===== src/sv/cmf_pkg.sv =====
// ----------------------------------------------------------------------------
// cmf_pkg
// Shared types and constants for the color matrix pixel filter.
// ----------------------------------------------------------------------------
package cmf_pkg;

  localparam int unsigned ChanW   = 8;   // one color channel
  localparam int unsigned LaneW   = 16;  // one packed coefficient or offset
  localparam int unsigned RowW    = 4 * LaneW;
  localparam int unsigned QuotW   = 16;  // unpremultiplied level, up to 65025
  localparam int unsigned DivStep = 4;   // quotient bits resolved per stage
  localparam int unsigned DivStg  = QuotW / DivStep;
  localparam int unsigned CfgAw   = 3;

  typedef enum logic [CfgAw-1:0] {
    REG_RED_ROW   = 3'd0,
    REG_GREEN_ROW = 3'd1,
    REG_BLUE_ROW  = 3'd2,
    REG_ALPHA_ROW = 3'd3,
    REG_OFFSETS   = 3'd4,
    REG_OPAQUE    = 3'd5
  } cfg_reg_e;

  typedef logic [ChanW-1:0] chan_t;
  typedef logic [QuotW-1:0] quot_t;

endpackage


===== src/sv/cmf_div.sv =====
// ----------------------------------------------------------------------------
// cmf_div
// Pipelined restoring divider, 16-bit dividend by 8-bit divisor.
// ----------------------------------------------------------------------------
module cmf_div (
  input  logic                 clk_i,
  input  logic                 en_i,
  input  cmf_pkg::quot_t       numer_i,
  input  cmf_pkg::chan_t       denom_i,
  output cmf_pkg::quot_t       quot_o
);
  import cmf_pkg::*;

  chan_t rem_q [DivStg];
  quot_t quo_q [DivStg];
  quot_t num_q [DivStg];
  chan_t den_q [DivStg];

  // four restoring steps on an 8-bit remainder
  function automatic logic [ChanW+DivStep-1:0] step(input chan_t rem,
                                                    input logic [DivStep-1:0] nib,
                                                    input chan_t den);
    logic [ChanW:0]       r;
    logic [DivStep-1:0]   q;
    chan_t                rr;
    rr = rem;
    q  = '0;
    for (int i = DivStep - 1; i >= 0; i--) begin
      r = {rr, nib[i]};
      if (r >= {1'b0, den}) begin
        r    = r - {1'b0, den};
        q[i] = 1'b1;
      end
      rr = r[ChanW-1:0];
    end
    return {rr, q};
  endfunction

  for (genvar s = 0; s < DivStg; s++) begin : g_stg
    chan_t               rem_in;
    quot_t               quo_in;
    quot_t               num_in;
    chan_t               den_in;
    logic [ChanW+DivStep-1:0] res;

    if (s == 0) begin : g_first
      assign rem_in = '0;
      assign quo_in = '0;
      assign num_in = numer_i;
      assign den_in = denom_i;
    end else begin : g_next
      assign rem_in = rem_q[s-1];
      assign quo_in = quo_q[s-1];
      assign num_in = num_q[s-1];
      assign den_in = den_q[s-1];
    end

    assign res = step(rem_in, num_in[QuotW-1-DivStep*s -: DivStep], den_in);

    always_ff @(posedge clk_i) begin
      if (en_i) begin
        rem_q[s] <= res[ChanW+DivStep-1:DivStep];
        quo_q[s] <= quo_in | (quot_t'(res[DivStep-1:0]) << (QuotW - DivStep*(s+1)));
        num_q[s] <= num_in;
        den_q[s] <= den_in;
      end
    end
  end

  assign quot_o = quo_q[DivStg-1];

endmodule


===== config.mk =====
export PLATFORM = sky130hd
export DESIGN_NAME = cmf_div
export DESIGN_NICKNAME = d
export VERILOG_FILES = /design/src/sv/cmf_pkg.sv /design/src/sv/cmf_div.sv
export SDC_FILE = /design/constraint.sdc
export NUM_CORES = 1
export LEC_CHECK = 0
export ABC_CLOCK_PERIOD_IN_PS = 11750
export BUFFER_PORTS_ARGS = -buffer_cell sky130_fd_sc_hd__buf_2
export CAP_MARGIN = 20
export CORE_UTILIZATION = 45
export DETAILED_ROUTE_END_ITERATION = 6
export MAX_ROUTING_LAYER = met4
export PLACE_DENSITY_LB_ADDON = 0.3
export SLEW_MARGIN = 20
export SYNTH_ARGS = -nofsm -noshare
export SYNTH_HDL_FRONTEND = slang
export SYNTH_SLANG_ARGS = --single-unit

===== constraint.sdc =====
create_clock -name clk_i -period 11.75 [get_ports clk_i]
set_input_delay 0 -clock clk_i [delete_from_list [all_inputs] [get_ports clk_i]]
set_output_delay 0 -clock clk_i [all_outputs]
set_load 0.1 [all_outputs]

## Yosys cells after proc, flatten, opt, wreduce, memory -nomap -nowiden

Memory sizes are Yosys's and may differ from the RTL's.
Index checks and enable logic that the tools add are counted.

| word-level totals | value |
|---|---|
| memories | 4 |
| RAM bits | 192 |
| word-level logic and storage cells | 73 |
| output and inout bits | 16 |
| bits in registers | 0 |
| input bits | 26 |

| cells by class | value |
|---|---|
| magnitude comparators | 16 |
| mux-type cells | 34 |
| add/sub/neg operators | 16 |
| bitwise gates (word level) | 3 |

Memories:

| memory | words | width | rd ports | clocked after memory_dff | wr ports | RTL line | text |
|---|---|---|---|---|---|---|---|
| num_q | 4 | 16 | 3 | 0 | 4 | cmf_div.sv:16 | `quot_t num_q [DivStg];` |
| quo_q | 4 | 16 | 4 | 0 | 4 | cmf_div.sv:15 | `quot_t quo_q [DivStg];` |
| den_q | 4 | 8 | 3 | 0 | 4 | cmf_div.sv:17 | `chan_t den_q [DivStg];` |
| rem_q | 4 | 8 | 3 | 0 | 4 | cmf_div.sv:14 | `chan_t rem_q [DivStg];` |

Operator list:

| cell | number |
|---|---|
| >= comparator 9 x 8 -> 1 bit | 15 |
| two-way mux 8 bit | 16 |
| subtractor 8 bit | 15 |
| two-way mux 1 bit | 18 |
| OR 16 x 12 -> 16 bit | 1 |
| OR 16 x 4 -> 16 bit | 1 |
| OR 16 x 8 -> 16 bit | 1 |
| >= comparator 1 x 8 -> 1 bit | 1 |
| subtractor 1 x 8 -> 8 bit | 1 |

## Longest topological paths before layout

An unclocked memory read counts as a cell.

| depth | value |
|---|---|
| word-level depth | 10 |
| gate-level depth with buffers | 41 |
| mapped depth without buffers | 39 |

## Worst setup path after synthesis

Ideal clock, no wire load.

| timing | value |
|---|---|
| path kind | register to register |
| start | memory den_q[0][6] (netlist bit) |
| end | memory rem_q[1][1] (netlist bit), data pin |
| buffers on the path | 4 |
| setup time | 0.180 ns |
| data required time | 11.570 ns |
| arrival | 8.260 ns |
| setup slack | 3.310 ns |
| stages on the path, launching flop included | 40 |
| clock period less this slack | 8.440 ns |
| path through | edfxtp_1 -> inv_1 -> ha_1 -> a21o_1 -> a2111oi_1 -> and2_1 -> buf_1 -> nor2_1 -> a21oi_1 -> inv_1 -> ha_1 -> a211oi_1 -> o21bai_1 -> a21oi_1 -> o2111ai_1 -> clkbuf_1 -> o21ai_0 -> inv_1 -> [... 4 more ...] -> o31ai_1 -> a31oi_1 -> nor3b_1 -> or2_2 -> clkbuf_1 -> nand2_1 -> o21ai_0 -> ha_1 -> nor2b_1 -> o21ai_0 -> a21oi_1 -> or3_1 -> a21oi_1 -> a21oi_1 -> nor4_2 -> clkbuf_1 -> nor3_1 -> a221oi_1 |

RTL lines:

| element | RTL line |
|---|---|
| start, declared | cmf_div.sv:17 |
| end, declared | cmf_div.sv:14 |

==> results.cfg <==
[timing]
fin_skew_ns = 0.00637
tightest_slew_ns = 0.748
hold_viol_final = 0
tns_ns = 0
setup-violations-final = 0
grt_setup_unrepaired = no
drv_slew = 0
timing.fmax_mhz = 106
finalCriticalPeriod_ns = 9.46
final.period_utilization = 0.806
slew_headroom = 0.501

[yosys]
synth_async_sr_flop_share = 0
synth_edf_count = 112
synth_cell_types = 74
synth_fa_ha_area_frac = 0.190
synth_compound_area_frac = 0.166
synth-xor-area-share = 0.0598
ys_seq_elements = 112
ys_warn_count = 0
syn_area_um2 = 9520
syn_area_per_cell_um2 = 10.3
synth-simple-area-share = 0.114
syn-num-nets = 1088
synthMuxAreaShare = 0.0748
ys_seq_area_frac = 0.353
netlist_instances = 926
postSynth.topFlopCell = edfxtp_1
synth_top_family_by_area = adder cells

[clocking]
cts_tree = yes
cts_setup_buffers = 0
cts_buffer_depth = 2
postCtsResizedCells = 0
cts_made_buffers = 9
htreeDepth = 3
cts.sinks = 112
clkLatencyLatePin_ns = 0.36
clk_pin_slew_ns = 0.08
cts_hold_buf = 20
cts_root_buffer = clkbuf_16

[min_path]
hold-path-endpoint = rem_q[0][0]
hp-class = input pin to flop
worstHoldStart = numer_i[12]
hold_depth = 3

[setup_path]
cp_num_buf_inv = 3
cpMostUsedCell = a21oi_1
slowest_stage = nor4_4
endpoint_kind = flop
crit_fanout = 14
critPathLaunchType = flop
r2r_end = rem_q[1][7]
slowest_delay_ns = 0.65
crit_required_ns = 11.86
path_delay_family = compound AO/OA/AOI/OAI gates
reg2reg_from = den_q[0][4]
reg2reg_slack_ns = 2.29
path_class = flop to flop
cp.arrival_ns = 9.57
reg2regPathDepth = 36

[grt]
grt-ovfl-total = 0
grt_usage = 0.196
grt_first_pass_wirelength_mm = 32.6
grt_antenna_before_repair = 0
grt_start_max_net_pins = 58
grt_pass1_vias = 6757

[route]
drtAntennaViolNets = 0
vias = 6992
drc = 0
drt-pass1-iter-count = 5
routed_wl_mm = 19.9
routed_via_density = 5.53
wire_per_inst_um = 15.7
drtIter0Drc = 367

[cells_and_area]
n_antenna_cell = 0
nets = 1152
syn_to_final_growth_pct = 10.8
drive_gt1_frac = 0.129
n_fill_cell = 1863

[placed_design]
place_congestion = 0.900
dpl.hpwl_mm = 15.6
portBuffers = 41

[die]
floorplan.initialDensity = 0.464
dieHeight_um = 147
die-area_um2 = 21700
fp.dieW_um = 147
core_area_um2 = 20500
core.rowCount = 52
ioPinCount = 42

[outcome]
status = finished clean

[job]
drv_cap = 0
## kinds of logic (layout without fill, tap and decap cells)
family / Yosys count / after routing
XOR/XNOR: 65 / 65
AO/OA/AOI/OAI: 236 / 236
multiplexers: 65 / 65
adder cells (fa/ha/maj): 136 / 136
buffers and inverters: 105 / 174
AND/OR/NAND/NOR: 207 / 207
flip-flops: 112 / 112
## worst min-delay path, stage by stage
cell and delay, ns:
buf_2 0.07, inv_1 0.04, mux2i_1 0.13
## Yosys cell counts (all sizes together), types with 6 or more instances
cell	number	area, um^2
nand2b	16	100
nand4	11	68.8
xnor2	41	359
inv	95	357
a21oi	65	329
ha	122	1530
clkbuf	6	22.5
a21boi	7	52.6
o21a	16	120
nor3	11	55.1
o31ai	7	52.6
a31oi	6	43.8
mux2i	19	190
edfxtp	112	3360
mux2	46	522
a21o	24	180
or2	6	37.5
nor2	56	210
and3	8	50.1
nand2	39	146
nor2b	25	156
o21bai	7	52.6
fa	14	280
o21ai	60	300
nand3	12	72.6
xor2	24	210
## per-stage QoR
stage | utilization | worst slack (ns) | instances | hold WS [ns] | cell area, um^2
2_1_floorplan | - | 3.31 | 926 | 0.0989 | 9520
3_3_place_gp | 0.490 | 2.41 | 1229 | 0.178 | 10000
3_5_place_dp | 0.490 | 2.13 | 1229 | 0.179 | 10000
4_1_cts | 0.514 | 2.07 | 1265 | 0.00753 | 10500
5_1_grt | 0.515 | 1.37 | 1265 | 0.0460 | 10500
6_report | 0.515 | 2.29 | 1265 | 0.0113 | 10500
## layer usage
metal / track usage / share of wire / vias to the layer above
li1: - / - / 3545
met1: 0.247 / 0.47 / 3307
met2: 0.333 / 0.49 / 126
met3: 0.0318 / 0.034 / 14
met4: 0.0392 / 0.0097 / 0
met5: - / 0 / -
## layout make-up
type / instances / area (um^2) / area share
clock inverters: 6 / 73.8 / 0.00700
inverters: 95 / 357 / 0.0338
well taps: 270 / 338 / 0.0320
repair buffers: 63 / 423 / 0.0401
multi-input cells: 709 / 5760 / 0.546
flip-flops and latches: 112 / 3360 / 0.319
clock buffers: 10 / 229 / 0.0217
## placed cells by master (no fill, tap or decap), types with 5 or more instances in the layout
cell,n
mux2_2,45
a31oi_1,5
a21oi_1,64
and3_1,8
nor2_1,56
a21o_1,24
o21ai_0,60
o21a_1,16
o21bai_1,7
nand2b_1,16
nor2b_1,25
o31ai_1,7
edfxtp_1,112
xor2_1,24
nand4_1,11
and2_1,5
buf_2,40
xnor2_1,41
nand2_1,39
nand3_1,11
mux2i_1,19
ha_1,122
and4_1,5
a21boi_0,7
dlygate4sd3_1,20
nor3_1,11
clkbuf_16,9
fa_1,14
inv_1,93
or2_2,6
## registers in the layout, summed over array words and instances, names as in the netlist
register	cells
den_q	24
num_q	24
quo_q	40
rem_q	24
## how the worst max path moves through the flow
stage                              to  cells after the start        start  slack (ns)
after floorplan           rem_q[1][1]                     39  den_q[0][6]        3.31
after global placement    rem_q[1][7]                     37  den_q[0][4]        2.41
after detailed placement  rem_q[1][7]                     37  den_q[0][4]        2.13
after CTS                 rem_q[1][7]                     37  den_q[0][7]        2.07
after global routing      rem_q[1][7]                     37  den_q[0][4]        1.37
final                     rem_q[1][7]                     36  den_q[0][4]        2.29
Power is not shown: default switching activity piles up to over one toggle a cycle in this logic, so the estimate is an artifact.
